--- src/sv/brc_pkg.sv ---
// Shared types, widths and the per-axis clip function for the blit rectangle clipper.
// Used by the channel interfaces, brc_dclip, brc_emit and the top level.
`default_nettype none

package brc_pkg;

  localparam int COORD_BITS = 18;   // result coordinate width, range 12..32
  localparam int IW         = 21;   // internal signed width, holds every intermediate value
  localparam int IN_CW      = 17;   // request coordinate width
  localparam int SIZE_W     = 16;
  localparam int FRAME_W    = 16;
  localparam int NUM_SLOTS  = 5;    // copy, then top, bottom, left, right fills
  localparam int SLOT_IDX_W = $clog2(NUM_SLOTS);
  localparam int CFG_IDX_W  = 3;
  localparam int CFG_DATA_W = 16;

  typedef logic signed [IW-1:0]         inner_t;
  typedef logic signed [COORD_BITS-1:0] coord_t;
  typedef logic signed [IN_CW-1:0]      in_coord_t;
  typedef logic        [SIZE_W-1:0]     size_t;

  typedef enum logic [1:0] {
    OP_COPY       = 2'd0,
    OP_FILL_SET   = 2'd1,
    OP_FILL_CLEAR = 2'd2,
    OP_FILL_BG    = 2'd3
  } op_kind_e;

  typedef enum logic [1:0] {
    RM_COPY  = 2'd0,
    RM_SET   = 2'd1,
    RM_CLEAR = 2'd2
  } raster_mode_e;

  typedef enum logic [CFG_IDX_W-1:0] {
    CFG_SRC_X = 3'd0,
    CFG_SRC_Y = 3'd1,
    CFG_SRC_W = 3'd2,
    CFG_SRC_H = 3'd3,
    CFG_DST_X = 3'd4,
    CFG_DST_Y = 3'd5,
    CFG_DST_W = 3'd6,
    CFG_DST_H = 3'd7
  } cfg_idx_e;

  typedef enum logic [1:0] {
    KIND_NONE  = 2'd0,
    KIND_SOLID = 2'd1,
    KIND_COPY  = 2'd2
  } item_kind_e;

  typedef struct packed {
    logic signed [FRAME_W-1:0] src_x;
    logic signed [FRAME_W-1:0] src_y;
    logic        [FRAME_W-1:0] src_w;
    logic        [FRAME_W-1:0] src_h;
    logic signed [FRAME_W-1:0] dst_x;
    logic signed [FRAME_W-1:0] dst_y;
    logic        [FRAME_W-1:0] dst_w;
    logic        [FRAME_W-1:0] dst_h;
  } cfg_t;

  typedef struct packed {
    in_coord_t  source_x;
    in_coord_t  source_y;
    size_t      copy_width;
    size_t      copy_height;
    in_coord_t  dest_x;
    in_coord_t  dest_y;
    logic [1:0] raster_mode;
    logic       dest_is_window;
  } req_t;

  // Request after frame offsets and destination clip
  typedef struct packed {
    item_kind_e kind;
    op_kind_e   fill_op;
    logic       win;
    logic       clipped;
    inner_t     sx;
    inner_t     sy;
    inner_t     dx;
    inner_t     dy;
    inner_t     w;
    inner_t     h;
  } dclip_t;

  typedef struct packed {
    op_kind_e op;
    coord_t   x;
    coord_t   y;
    size_t    w;
    size_t    h;
    coord_t   fx;
    coord_t   fy;
  } rect_t;

  typedef struct packed {
    inner_t pos;
    inner_t other;
    inner_t len;
    logic   clip;
  } axis_t;

  // Clip one axis against [0, lim); the other rectangle's corner moves along.
  function automatic axis_t clip_axis(inner_t pos, inner_t other, inner_t len, inner_t lim);
    axis_t  r;
    inner_t over;
    r.pos   = pos;
    r.other = other;
    r.len   = len;
    r.clip  = 1'b0;
    if (pos < 0) begin
      r.clip  = 1'b1;
      r.len   = len + pos;
      r.other = other - pos;
      r.pos   = '0;
    end
    over = r.pos + r.len - lim;
    if (over > 0) begin
      r.clip = 1'b1;
      r.len  = lim - r.pos;
    end
    return r;
  endfunction

endpackage

`default_nettype wire

--- src/sv/brc_req_if.sv ---
// Request channel: one area-copy request per transfer.
// Depends on brc_pkg for field widths.
`default_nettype none

interface brc_req_if;
  logic                    valid;
  logic                    ready;
  brc_pkg::in_coord_t      source_x;
  brc_pkg::in_coord_t      source_y;
  brc_pkg::size_t          copy_width;
  brc_pkg::size_t          copy_height;
  brc_pkg::in_coord_t      dest_x;
  brc_pkg::in_coord_t      dest_y;
  logic [1:0]              raster_mode;
  logic                    dest_is_window;

  modport source (
    output valid, source_x, source_y, copy_width, copy_height, dest_x, dest_y,
           raster_mode, dest_is_window,
    input  ready
  );
  modport sink (
    input  valid, source_x, source_y, copy_width, copy_height, dest_x, dest_y,
           raster_mode, dest_is_window,
    output ready
  );
endinterface

`default_nettype wire

--- src/sv/brc_rsp_if.sv ---
// Result channel: one rectangle command per transfer.
// Depends on brc_pkg for field widths and the op kind codes.
`default_nettype none

interface brc_rsp_if;
  logic               valid;
  logic               ready;
  brc_pkg::op_kind_e  op_kind;
  brc_pkg::coord_t    rect_x;
  brc_pkg::coord_t    rect_y;
  brc_pkg::size_t     rect_width;
  brc_pkg::size_t     rect_height;
  brc_pkg::coord_t    from_x;
  brc_pkg::coord_t    from_y;
  logic               last;

  modport source (
    output valid, op_kind, rect_x, rect_y, rect_width, rect_height, from_x, from_y, last,
    input  ready
  );
  modport sink (
    input  valid, op_kind, rect_x, rect_y, rect_width, rect_height, from_x, from_y, last,
    output ready
  );
endinterface

`default_nettype wire

--- src/sv/brc_dclip.sv ---
// Input register and destination clip stage: frame offsets, clip against the
// destination frame, classify the request. Depends on brc_pkg and brc_req_if.
`default_nettype none

module brc_dclip (
  input  wire logic          clk_i,
  input  wire logic          rst_ni,
  brc_req_if.sink            req,
  input  wire brc_pkg::cfg_t cfg_i,
  output brc_pkg::dclip_t    dc_o,
  output logic               dc_valid_o,
  input  wire logic          dc_ready_i
);
  import brc_pkg::*;

  logic   in_valid_q;
  req_t   in_q;
  logic   in_ready;
  logic   dc_valid_q;
  dclip_t dc_q;
  dclip_t dc_d;
  logic   dc_ready;

  inner_t sx0, sy0, dx0, dy0, w0, h0, lim_x, lim_y;
  axis_t  ax, ay;
  logic   zero_size, solid;

  assign dc_ready = !dc_valid_q || dc_ready_i;
  assign in_ready = !in_valid_q || dc_ready;
  assign req.ready = in_ready;

  always_ff @(posedge clk_i or negedge rst_ni) begin
    if (!rst_ni) begin
      in_valid_q <= 1'b0;
      dc_valid_q <= 1'b0;
    end else begin
      if (in_ready) in_valid_q <= req.valid;
      if (dc_ready) dc_valid_q <= in_valid_q;
    end
  end

  always_ff @(posedge clk_i) begin
    if (in_ready && req.valid) begin
      in_q.source_x       <= req.source_x;
      in_q.source_y       <= req.source_y;
      in_q.copy_width     <= req.copy_width;
      in_q.copy_height    <= req.copy_height;
      in_q.dest_x         <= req.dest_x;
      in_q.dest_y         <= req.dest_y;
      in_q.raster_mode    <= req.raster_mode;
      in_q.dest_is_window <= req.dest_is_window;
    end
    if (dc_ready && in_valid_q) dc_q <= dc_d;
  end

  assign sx0   = inner_t'(in_q.source_x) + inner_t'(cfg_i.src_x);
  assign sy0   = inner_t'(in_q.source_y) + inner_t'(cfg_i.src_y);
  assign dx0   = inner_t'(in_q.dest_x) + inner_t'(cfg_i.dst_x);
  assign dy0   = inner_t'(in_q.dest_y) + inner_t'(cfg_i.dst_y);
  assign w0    = inner_t'(in_q.copy_width);
  assign h0    = inner_t'(in_q.copy_height);
  assign lim_x = inner_t'(cfg_i.dst_x) + inner_t'(cfg_i.dst_w);
  assign lim_y = inner_t'(cfg_i.dst_y) + inner_t'(cfg_i.dst_h);

  assign ax = clip_axis(dx0, sx0, w0, lim_x);
  assign ay = clip_axis(dy0, sy0, h0, lim_y);

  assign zero_size = (in_q.copy_width == '0) || (in_q.copy_height == '0);
  assign solid     = (in_q.raster_mode == RM_SET) || (in_q.raster_mode == RM_CLEAR);

  always_comb begin
    dc_d.win     = in_q.dest_is_window;
    dc_d.clipped = ax.clip | ay.clip;
    dc_d.fill_op = (in_q.raster_mode == RM_SET) ? OP_FILL_SET : OP_FILL_CLEAR;
    dc_d.sx      = ax.other;
    dc_d.sy      = ay.other;
    dc_d.dx      = ax.pos;
    dc_d.dy      = ay.pos;
    dc_d.w       = ax.len;
    dc_d.h       = ay.len;
    if (zero_size) begin
      dc_d.kind = KIND_NONE;
    end else if (solid) begin
      // solid fill covers the request as given, no offset or clip
      dc_d.kind = KIND_SOLID;
      dc_d.dx   = inner_t'(in_q.dest_x);
      dc_d.dy   = inner_t'(in_q.dest_y);
      dc_d.w    = w0;
      dc_d.h    = h0;
    end else if (ax.len <= 0 || ay.len <= 0) begin
      dc_d.kind = KIND_NONE;
    end else begin
      dc_d.kind = KIND_COPY;
    end
  end

  assign dc_o       = dc_q;
  assign dc_valid_o = dc_valid_q;

endmodule

`default_nettype wire

--- src/sv/brc_emit.sv ---
// Source clip, result list build and the result buffer that hands out one
// rectangle command per transfer. Depends on brc_pkg and brc_rsp_if.
`default_nettype none

module brc_emit (
  input  wire logic            clk_i,
  input  wire logic            rst_ni,
  input  wire brc_pkg::cfg_t   cfg_i,
  input  wire brc_pkg::dclip_t dc_i,
  input  wire logic            dc_valid_i,
  output logic                 dc_ready_o,
  brc_rsp_if.source            rsp
);
  import brc_pkg::*;

  localparam int SLOT_COPY   = 0;
  localparam int SLOT_TOP    = 1;
  localparam int SLOT_BOTTOM = 2;
  localparam int SLOT_LEFT   = 3;
  localparam int SLOT_RIGHT  = 4;

  function automatic rect_t mk_rect(op_kind_e op, inner_t x, inner_t y, inner_t w,
                                    inner_t h, inner_t fx, inner_t fy);
    rect_t r;
    r.op = op;
    r.x  = COORD_BITS'(x);
    r.y  = COORD_BITS'(y);
    r.w  = w[SIZE_W-1:0];
    r.h  = h[SIZE_W-1:0];
    r.fx = COORD_BITS'(fx);
    r.fy = COORD_BITS'(fy);
    return r;
  endfunction

  rect_t                  slots_q [NUM_SLOTS];
  rect_t                  slots_d [NUM_SLOTS];
  logic [NUM_SLOTS-1:0]   mask_q;
  logic [NUM_SLOTS-1:0]   mask_d;
  logic [NUM_SLOTS-1:0]   sel;
  logic [SLOT_IDX_W-1:0]  idx;
  logic                   is_last;
  logic                   take;
  logic                   load;

  inner_t lim_x, lim_y, wf, hf, dx1, dy1, dbot, dright;
  axis_t  bx, by;
  logic   copy_ok, fill_en;

  assign lim_x = inner_t'(cfg_i.src_x) + inner_t'(cfg_i.src_w);
  assign lim_y = inner_t'(cfg_i.src_y) + inner_t'(cfg_i.src_h);

  assign bx = clip_axis(dc_i.sx, dc_i.dx, dc_i.w, lim_x);
  assign by = clip_axis(dc_i.sy, dc_i.dy, dc_i.h, lim_y);

  assign copy_ok = (bx.len > 0) && (by.len > 0);
  assign dx1     = bx.other;
  assign dy1     = by.other;
  // strips use zero copy size when the source clip leaves nothing
  assign wf      = copy_ok ? bx.len : '0;
  assign hf      = copy_ok ? by.len : '0;
  assign dbot    = dy1 + hf;
  assign dright  = dx1 + wf;
  assign fill_en = (dc_i.kind == KIND_COPY) && dc_i.win && (dc_i.clipped | bx.clip | by.clip);

  always_comb begin
    if (dc_i.kind == KIND_SOLID) begin
      slots_d[SLOT_COPY] = mk_rect(dc_i.fill_op, dc_i.dx, dc_i.dy, dc_i.w, dc_i.h, '0, '0);
    end else begin
      slots_d[SLOT_COPY] = mk_rect(OP_COPY, dx1, dy1, bx.len, by.len, bx.pos, by.pos);
    end
    slots_d[SLOT_TOP]    = mk_rect(OP_FILL_BG, dc_i.dx, dc_i.dy, dc_i.w,
                                   dy1 - dc_i.dy, '0, '0);
    slots_d[SLOT_BOTTOM] = mk_rect(OP_FILL_BG, dc_i.dx, dbot, dc_i.w,
                                   dc_i.dy + dc_i.h - dbot, '0, '0);
    slots_d[SLOT_LEFT]   = mk_rect(OP_FILL_BG, dc_i.dx, dy1, dx1 - dc_i.dx, hf, '0, '0);
    slots_d[SLOT_RIGHT]  = mk_rect(OP_FILL_BG, dright, dy1,
                                   dc_i.dx + dc_i.w - dright, hf, '0, '0);

    mask_d[SLOT_COPY]   = (dc_i.kind == KIND_SOLID) || ((dc_i.kind == KIND_COPY) && copy_ok);
    mask_d[SLOT_TOP]    = fill_en && (dc_i.dy < dy1);
    mask_d[SLOT_BOTTOM] = fill_en && (dc_i.dy + dc_i.h > dbot);
    mask_d[SLOT_LEFT]   = fill_en && (dc_i.dx < dx1);
    mask_d[SLOT_RIGHT]  = fill_en && (dright < dc_i.dx + dc_i.w);
  end

  // pending results go out lowest slot first
  assign sel = mask_q & (~mask_q + NUM_SLOTS'(1));

  always_comb begin
    idx = '0;
    for (int i = 0; i < NUM_SLOTS; i++) begin
      if (sel[i]) idx = SLOT_IDX_W'(i);
    end
  end

  assign is_last    = ((mask_q & ~sel) == '0);
  assign take       = (mask_q == '0) || (rsp.ready && is_last);
  assign load       = dc_valid_i && take;
  assign dc_ready_o = take;

  always_ff @(posedge clk_i or negedge rst_ni) begin
    if (!rst_ni) begin
      mask_q <= '0;
    end else if (load) begin
      mask_q <= mask_d;
    end else if (rsp.valid && rsp.ready) begin
      mask_q <= mask_q & ~sel;
    end
  end

  always_ff @(posedge clk_i) begin
    if (load) begin
      for (int i = 0; i < NUM_SLOTS; i++) slots_q[i] <= slots_d[i];
    end
  end

  assign rsp.valid       = |mask_q;
  assign rsp.op_kind     = slots_q[idx].op;
  assign rsp.rect_x      = slots_q[idx].x;
  assign rsp.rect_y      = slots_q[idx].y;
  assign rsp.rect_width  = slots_q[idx].w;
  assign rsp.rect_height = slots_q[idx].h;
  assign rsp.from_x      = slots_q[idx].fx;
  assign rsp.from_y      = slots_q[idx].fy;
  assign rsp.last        = is_last;

endmodule

`default_nettype wire

--- src/sv/blit_rectangle_clipper.sv ---
// Blit rectangle clipper top level: frame registers, clip pipeline, result buffer.
// Depends on brc_pkg, brc_req_if, brc_rsp_if, brc_dclip and brc_emit.
// Path to the first result: input register, clip register, result buffer.
// Throughput: one request per cycle while rsp.ready holds and each gives at most one
// result; a request with up to five results holds the buffer, one result per transfer.
// Reset clears all valid state and the frame registers to zero; no clearing pass.
`default_nettype none

module blit_rectangle_clipper (
  input  wire logic                              clk_i,
  input  wire logic                              rst_ni,
  brc_req_if.sink                                req,
  brc_rsp_if.source                              rsp,
  input  wire logic                              cfg_we_i,
  input  wire logic [brc_pkg::CFG_IDX_W-1:0]     cfg_idx_i,
  input  wire logic [brc_pkg::CFG_DATA_W-1:0]    cfg_wdata_i
);
  import brc_pkg::*;

  cfg_t   cfg_q;
  dclip_t dc;
  logic   dc_valid;
  logic   dc_ready;

  always_ff @(posedge clk_i or negedge rst_ni) begin
    if (!rst_ni) begin
      cfg_q <= '0;
    end else if (cfg_we_i) begin
      case (cfg_idx_e'(cfg_idx_i))
        CFG_SRC_X: cfg_q.src_x <= cfg_wdata_i;
        CFG_SRC_Y: cfg_q.src_y <= cfg_wdata_i;
        CFG_SRC_W: cfg_q.src_w <= cfg_wdata_i;
        CFG_SRC_H: cfg_q.src_h <= cfg_wdata_i;
        CFG_DST_X: cfg_q.dst_x <= cfg_wdata_i;
        CFG_DST_Y: cfg_q.dst_y <= cfg_wdata_i;
        CFG_DST_W: cfg_q.dst_w <= cfg_wdata_i;
        CFG_DST_H: cfg_q.dst_h <= cfg_wdata_i;
        default: cfg_q <= cfg_q;
      endcase
    end
  end

  brc_dclip u_dclip (
    .clk_i      (clk_i),
    .rst_ni     (rst_ni),
    .req        (req),
    .cfg_i      (cfg_q),
    .dc_o       (dc),
    .dc_valid_o (dc_valid),
    .dc_ready_i (dc_ready)
  );

  brc_emit u_emit (
    .clk_i      (clk_i),
    .rst_ni     (rst_ni),
    .cfg_i      (cfg_q),
    .dc_i       (dc),
    .dc_valid_i (dc_valid),
    .dc_ready_o (dc_ready),
    .rsp        (rsp)
  );

`ifndef SYNTHESIS
  a_solid_is_last: assert property (@(posedge clk_i) disable iff (!rst_ni)
    rsp.valid && (rsp.op_kind == OP_FILL_SET || rsp.op_kind == OP_FILL_CLEAR) |-> rsp.last)
    else $error("solid fill not the only result of its request");

  a_fill_from_zero: assert property (@(posedge clk_i) disable iff (!rst_ni)
    rsp.valid && rsp.op_kind != OP_COPY |-> rsp.from_x == '0 && rsp.from_y == '0)
    else $error("fill result carries a source corner");

  a_copy_nonempty: assert property (@(posedge clk_i) disable iff (!rst_ni)
    rsp.valid && rsp.op_kind == OP_COPY |-> rsp.rect_width != '0 && rsp.rect_height != '0)
    else $error("empty copy rectangle emitted");

  a_copy_first: assert property (@(posedge clk_i) disable iff (!rst_ni)
    rsp.valid && rsp.ready && !rsp.last && rsp.op_kind == OP_FILL_BG
    |=> !(rsp.valid && rsp.op_kind == OP_COPY))
    else $error("copy result after a background fill of the same request");
`endif

endmodule

`default_nettype wire
--- src/flat_wrapper.sv ---
// flat-port wrapper written by rule: the top's interface ports become plain ports
module blit_rectangle_clipper_flat import brc_pkg::*;
  (clk_i, rst_ni, cfg_we_i, cfg_idx_i, cfg_wdata_i, req_valid, req_source_x, req_source_y, req_copy_width, req_copy_height, req_dest_x, req_dest_y, req_raster_mode, req_dest_is_window, req_ready, rsp_valid, rsp_op_kind, rsp_rect_x, rsp_rect_y, rsp_rect_width, rsp_rect_height, rsp_from_x, rsp_from_y, rsp_last, rsp_ready);
  brc_req_if req_i ();
  brc_rsp_if rsp_i ();
  input  wire logic clk_i;
  input  wire logic rst_ni;
  input  wire logic cfg_we_i;
  input  wire logic [brc_pkg::CFG_IDX_W-1:0] cfg_idx_i;
  input  wire logic [brc_pkg::CFG_DATA_W-1:0] cfg_wdata_i;
  input wire logic [$bits(req_i.valid)-1:0] req_valid;
  input wire logic [$bits(req_i.source_x)-1:0] req_source_x;
  input wire logic [$bits(req_i.source_y)-1:0] req_source_y;
  input wire logic [$bits(req_i.copy_width)-1:0] req_copy_width;
  input wire logic [$bits(req_i.copy_height)-1:0] req_copy_height;
  input wire logic [$bits(req_i.dest_x)-1:0] req_dest_x;
  input wire logic [$bits(req_i.dest_y)-1:0] req_dest_y;
  input wire logic [$bits(req_i.raster_mode)-1:0] req_raster_mode;
  input wire logic [$bits(req_i.dest_is_window)-1:0] req_dest_is_window;
  output wire logic [$bits(req_i.ready)-1:0] req_ready;
  output wire logic [$bits(rsp_i.valid)-1:0] rsp_valid;
  output wire logic [$bits(rsp_i.op_kind)-1:0] rsp_op_kind;
  output wire logic [$bits(rsp_i.rect_x)-1:0] rsp_rect_x;
  output wire logic [$bits(rsp_i.rect_y)-1:0] rsp_rect_y;
  output wire logic [$bits(rsp_i.rect_width)-1:0] rsp_rect_width;
  output wire logic [$bits(rsp_i.rect_height)-1:0] rsp_rect_height;
  output wire logic [$bits(rsp_i.from_x)-1:0] rsp_from_x;
  output wire logic [$bits(rsp_i.from_y)-1:0] rsp_from_y;
  output wire logic [$bits(rsp_i.last)-1:0] rsp_last;
  input wire logic [$bits(rsp_i.ready)-1:0] rsp_ready;
  assign req_i.valid = req_valid;
  assign req_i.source_x = req_source_x;
  assign req_i.source_y = req_source_y;
  assign req_i.copy_width = req_copy_width;
  assign req_i.copy_height = req_copy_height;
  assign req_i.dest_x = req_dest_x;
  assign req_i.dest_y = req_dest_y;
  assign req_i.raster_mode = req_raster_mode;
  assign req_i.dest_is_window = req_dest_is_window;
  assign req_ready = req_i.ready;
  assign rsp_valid = rsp_i.valid;
  assign rsp_op_kind = rsp_i.op_kind;
  assign rsp_rect_x = rsp_i.rect_x;
  assign rsp_rect_y = rsp_i.rect_y;
  assign rsp_rect_width = rsp_i.rect_width;
  assign rsp_rect_height = rsp_i.rect_height;
  assign rsp_from_x = rsp_i.from_x;
  assign rsp_from_y = rsp_i.from_y;
  assign rsp_last = rsp_i.last;
  assign rsp_i.ready = rsp_ready;
  blit_rectangle_clipper u_core (.clk_i(clk_i), .rst_ni(rst_ni), .req(req_i), .rsp(rsp_i), .cfg_we_i(cfg_we_i), .cfg_idx_i(cfg_idx_i), .cfg_wdata_i(cfg_wdata_i));
endmodule
--- config.mk ---
export PLATFORM = sky130hd
export DESIGN_NAME = blit_rectangle_clipper_flat
export DESIGN_NICKNAME = d
export VERILOG_FILES = /design/src/sv/brc_pkg.sv /design/src/sv/brc_req_if.sv /design/src/sv/brc_rsp_if.sv /design/src/sv/brc_dclip.sv /design/src/sv/brc_emit.sv /design/src/sv/blit_rectangle_clipper.sv /design/src/flat_wrapper.sv
export SDC_FILE = /design/constraint.sdc
export NUM_CORES = 2
export LEC_CHECK = 0
export BUFFER_PORTS_ARGS = -buffer_cell sky130_fd_sc_hd__buf_2
export CAP_MARGIN = 10
export CORE_MARGIN = 8
export CORE_UTILIZATION = 30
export DETAILED_ROUTE_END_ITERATION = 6
export GPL_TIMING_DRIVEN = 0
export PLACE_DENSITY_LB_ADDON = 0.25
export SYNTH_ARGS = -nofsm -noshare
export SYNTH_HDL_FRONTEND = slang
export SYNTH_HIERARCHICAL = 1
export SYNTH_SLANG_ARGS = --single-unit
--- constraint.sdc ---
create_clock -name clk_i -period 28.8 [get_ports clk_i]
set_input_delay 4.32 -clock clk_i [delete_from_list [all_inputs] [get_ports clk_i]]
set_output_delay 4.32 -clock clk_i [all_outputs]
set_load 0.1 [all_outputs]
==> results.sh <==
export IMPL_result_of_the_run="finished, final reports clean"
export IMPL_critical_path_launch_point_type="register"
export IMPL_finalSetupViolations=0
export IMPL_clk_latency_ps=710
export IMPL_globalRouteTotalUtil_pct=19.4
export IMPL_critical_path_class="reg2reg"
export IMPL_drt_first_iter_violations=3521
export IMPL_crit_path_frequent_cell="sky130_fd_sc_hd__o21ai_0"
export IMPL_cts_max_level=3
export IMPL_coreArea_um2=194000
export IMPL_setup_total_negative_slack_ps=0
export IMPL_dieArea_um2=209000
export IMPL_slew_violations=0
export IMPL_worst_hold_path_type="reg2reg"
export IMPL_timing_critical_path_arrival_ps=14580
export IMPL_synthArstFlopShare_pct=20.7
export IMPL_initial_core_util_pct=30.0
export IMPL_m1WireLength_um=96300
export IMPL_postRouteWirelength_um=212000
export IMPL_delay_of_the_slowest_critical_path_stage_ps=690
export IMPL_antenna_found_initial=18
export IMPL_synth_area_per_cell_um2=9.11
export IMPL_boundaryPins=236
export IMPL_synth_cell_types=105
export IMPL_globalplace_congestion=0.936
export IMPL_worst_slew_pin_transition_ps=1190
export IMPL_clock_root_buffer="sky130_fd_sc_hd__clkbuf_16"
export IMPL_final_period_minus_worst_setup_slack_ps=13940
export IMPL_hpwlAfterDp_um=178000
export IMPL_finalNetCount=7618
export IMPL_cts_hold_buf=0
export IMPL_synth_seq_cells=652
export IMPL_post_synth_instance_area_um2=58300
export IMPL_number_of_design_rule_violations_left_after_detail_routing=0
export IMPL_unrepaired_setup_endpoints_after_global_routing="no"
export IMPL_final_min_period_over_clock_period_pct=48.4
export IMPL_synth_nets=7292
export IMPL_postPlaceCellArea_um2=63000
export IMPL_max_freq_mhz=71.7
export IMPL_worstPathRequired_ps=29430
export IMPL_ys_flop_type="sky130_fd_sc_hd__edfxtp_1"
export IMPL_highest_signal_layer="met5"
export IMPL_chipHeight_um=457
export IMPL_post_cts_resized=0
export IMPL_floorplan_die_width_um=457
export IMPL_grt_pass1_vias=48900
export IMPL_cts_sinks=652
export IMPL_cts_bufs_inserted=82
export IMPL_area_growth_syn_to_layout_pct=12.9
export IMPL_post_route_setup_slack_ps=14860
export IMPL_cts_tree="built"
export IMPL_final_setup_skew_ps=34.3
export IMPL_final_area_um2=65800
export IMPL_cp_end_kind="register"
export IMPL_layout_drive_gt1_share_pct=9.60
export IMPL_worst_path_dominant_cell_family="compound AO/OA/AOI/OAI gates"
export IMPL_grt_pass1_wl_um=310000
export IMPL_detailedRoute_firstPassIterationCount=5
export IMPL_grt_overflow=0
export IMPL_largest_net_degree_at_the_start_of_global_routing=88
export IMPL_drv_cap=0
export IMPL_number_of_buffer_and_inverter_instances_along_the_worst_setup_path=10
export IMPL_ys_seq_area_share_pct=32.4
export IMPL_vias_per_cell=5.25
export IMPL_port_buffers=231
export IMPL_detailroute_wirelength_met3_um=10200
export IMPL_synthesis_instances=6401
export IMPL_hold_violations=0
export IMPL_crit_slowest_cell="sky130_fd_sc_hd__nor3_2"
export IMPL_rows=162
export IMPL_synth_edff_count=517
export IMPL_postCtsSetupRepairBufs=0
export IMPL_count_of_vias_placed_by_the_detailed_router=49100
export IMPL_yosysWarningCount=6
export IMPL_dpl_worst_slack_ps=14820
export IMPL_clk_pin_slew_worst_paths_ps=60
export IMPL_met2_length_um=95400
export IMPL_timing_critical_path_fanout_max=10
export IMPL_ant_nets=0
export IMPL_slew_headroom_pct=20.6
export IMPL_clock_path_buffers=3
export IMPL_avgRoutedWirePerCell_um=22.7
-- synth_stat cells (all sizes together), types with 13 or more instances --
cell,number,share of area [%]
a21boi,30,0.39
or2,25,0.27
nand2b,82,0.88
o2111ai,19,0.29
o311ai,13,0.20
a21o,141,1.8
o21ai,379,3.3
fa,102,3.5
or3,43,0.46
xor2,136,2.0
o31a,19,0.29
mux2i,108,1.9
nand3b,16,0.21
clkbuf,114,0.73
xnor2,260,3.9
nor2b,76,0.81
o21bai,78,1.0
edfxtp,517,27
o211ai,48,0.63
o21a,82,1.1
and3,61,0.65
dfrtp,135,5.8
inv,573,3.7
buf,64,0.66
mux2,163,3.2
a211oi,57,0.76
a31oi,67,0.72
a21oi,541,4.6
nor2,485,3.1
nand2,576,3.7
ha,662,14
nor3b,19,0.24
nand3,100,0.86
nor3,160,1.4
nand4,41,0.45
nor4,38,0.42
a2111oi,17,0.27
and2,73,0.78
o31ai,51,0.66
a211o,20,0.30
o22ai,23,0.25
-- routing by layer --
metal	up-vias	global-route usage [%]
li1	23800	-
met1	23700	25.9
met2	1276	31.6
met3	306	2.38
met4	10	8.80
met5	-	0
-- metrics by stage --
step                      utilization [%]  hold slack [ps]  std cells
after floorplan                         -              400       6401
final                                33.9              435       9346
after global routing                 33.9              459       9338
after global placement               32.3              434       9174
after CTS                            33.9              460       9336
after detailed placement             32.4              443       9184
-- layout make-up --
cell class	instances	area, um2
Fill cell	20000	128000
Multi-Input combinational cell	4996	36500
Sequential cell	652	18900
Tap cell	2542	3180
Clock buffer	102	2270
Inverter	575	2160
Timing Repair Buffer	242	1440
Buffer	178	815
Clock inverter	50	571
Antenna cell	9	22.5
-- worst paths after layout --
kind	from	end	slack, ps	depth (start not counted)
min reg2reg	u_core/u_dclip/dc_d[127]$_DFFE_PP_	u_core/u_dclip/dc_o[127]$_DFFE_PP_	430	0
max in group asynchronous	rst_ni	u_core/cfg_q[44]$_DFFE_PN0P_	24300	2
max reg2reg	u_core/u_dclip/dc_o[124]$_DFFE_PP_	u_core/u_emit/mask_q[4]$_DFFE_PN0P_	14860	44
max	u_core/u_dclip/dc_o[124]$_DFFE_PP_	u_core/u_emit/mask_q[4]$_DFFE_PN0P_	14860	44
min	u_core/u_dclip/dc_d[127]$_DFFE_PP_	u_core/u_dclip/dc_o[127]$_DFFE_PP_	430	0
min in group asynchronous	rst_ni	u_core/cfg_q[127]$_DFFE_PN0P_	3580	1
-- kinds of logic (layout without fill, tap and decap cells) --
family,count (synthesis),in the layout,synth area share (%)
and+or+nand+nor,1855,1855,15.2
muxes,271,271,5.08
AOI/OAI and AO/OA,1709,1709,18.5
adders and majority gates,765,765,17.7
DFF,652,652,32.4
buffers and inverters,753,1147,5.09
xor gates and xnor gates,396,396,5.94
other,0,9,0
-- registers in the layout, summed over array words and instances (netlist names) --
| register | cells |
|---|---|
| u_core/u_emit/slots_q | 292 |
| u_core/cfg_q | 128 |
| u_core/u_dclip/dc_o | 122 |
| u_core/u_dclip/in_q | 86 |
| u_core/u_dclip/h0 | 16 |
| u_core/u_emit/mask_q | 5 |
| u_core/u_dclip/dc_d | 1 |
| u_core/u_dclip/dc_valid_o | 1 |
| u_core/u_dclip/in_valid_q | 1 |
-- layout by cell type, fill, tap and decap left out, types with 61 or more instances in the layout --
master,n
sky130_fd_sc_hd__mux2i_1,107
sky130_fd_sc_hd__xnor2_1,260
sky130_fd_sc_hd__nor2b_1,76
sky130_fd_sc_hd__a31oi_1,67
sky130_fd_sc_hd__nor3_1,158
sky130_fd_sc_hd__nand3_1,100
sky130_fd_sc_hd__nor2_1,485
sky130_fd_sc_hd__inv_1,573
sky130_fd_sc_hd__fa_1,102
sky130_fd_sc_hd__clkbuf_16,86
sky130_fd_sc_hd__ha_1,662
sky130_fd_sc_hd__o21bai_1,78
sky130_fd_sc_hd__mux2_2,153
sky130_fd_sc_hd__and3_1,61
sky130_fd_sc_hd__xor2_1,136
sky130_fd_sc_hd__a21o_1,141
sky130_fd_sc_hd__clkbuf_1,123
sky130_fd_sc_hd__o21ai_0,372
sky130_fd_sc_hd__buf_2,248
sky130_fd_sc_hd__and2_1,71
sky130_fd_sc_hd__nand2b_1,82
sky130_fd_sc_hd__dfrtp_1,135
sky130_fd_sc_hd__o21a_1,82
sky130_fd_sc_hd__edfxtp_1,517
sky130_fd_sc_hd__a21oi_1,541
sky130_fd_sc_hd__nand2_1,576
-- worst register-to-register path, delay by kind of cell (launching register included) --
family / cells / cell delay, ps
xor gates and xnor gates: 1 / 170
and+or+nand+nor: 6 / 1650
adders and majority gates: 5 / 1870
AOI/OAI and AO/OA: 22 / 6330
DFF: 1 / 480
buffers and inverters: 10 / 3380
Power is left out: the tool's default activity adds up to more than one toggle a clock period on the data nets, which glitch-free logic cannot reach.
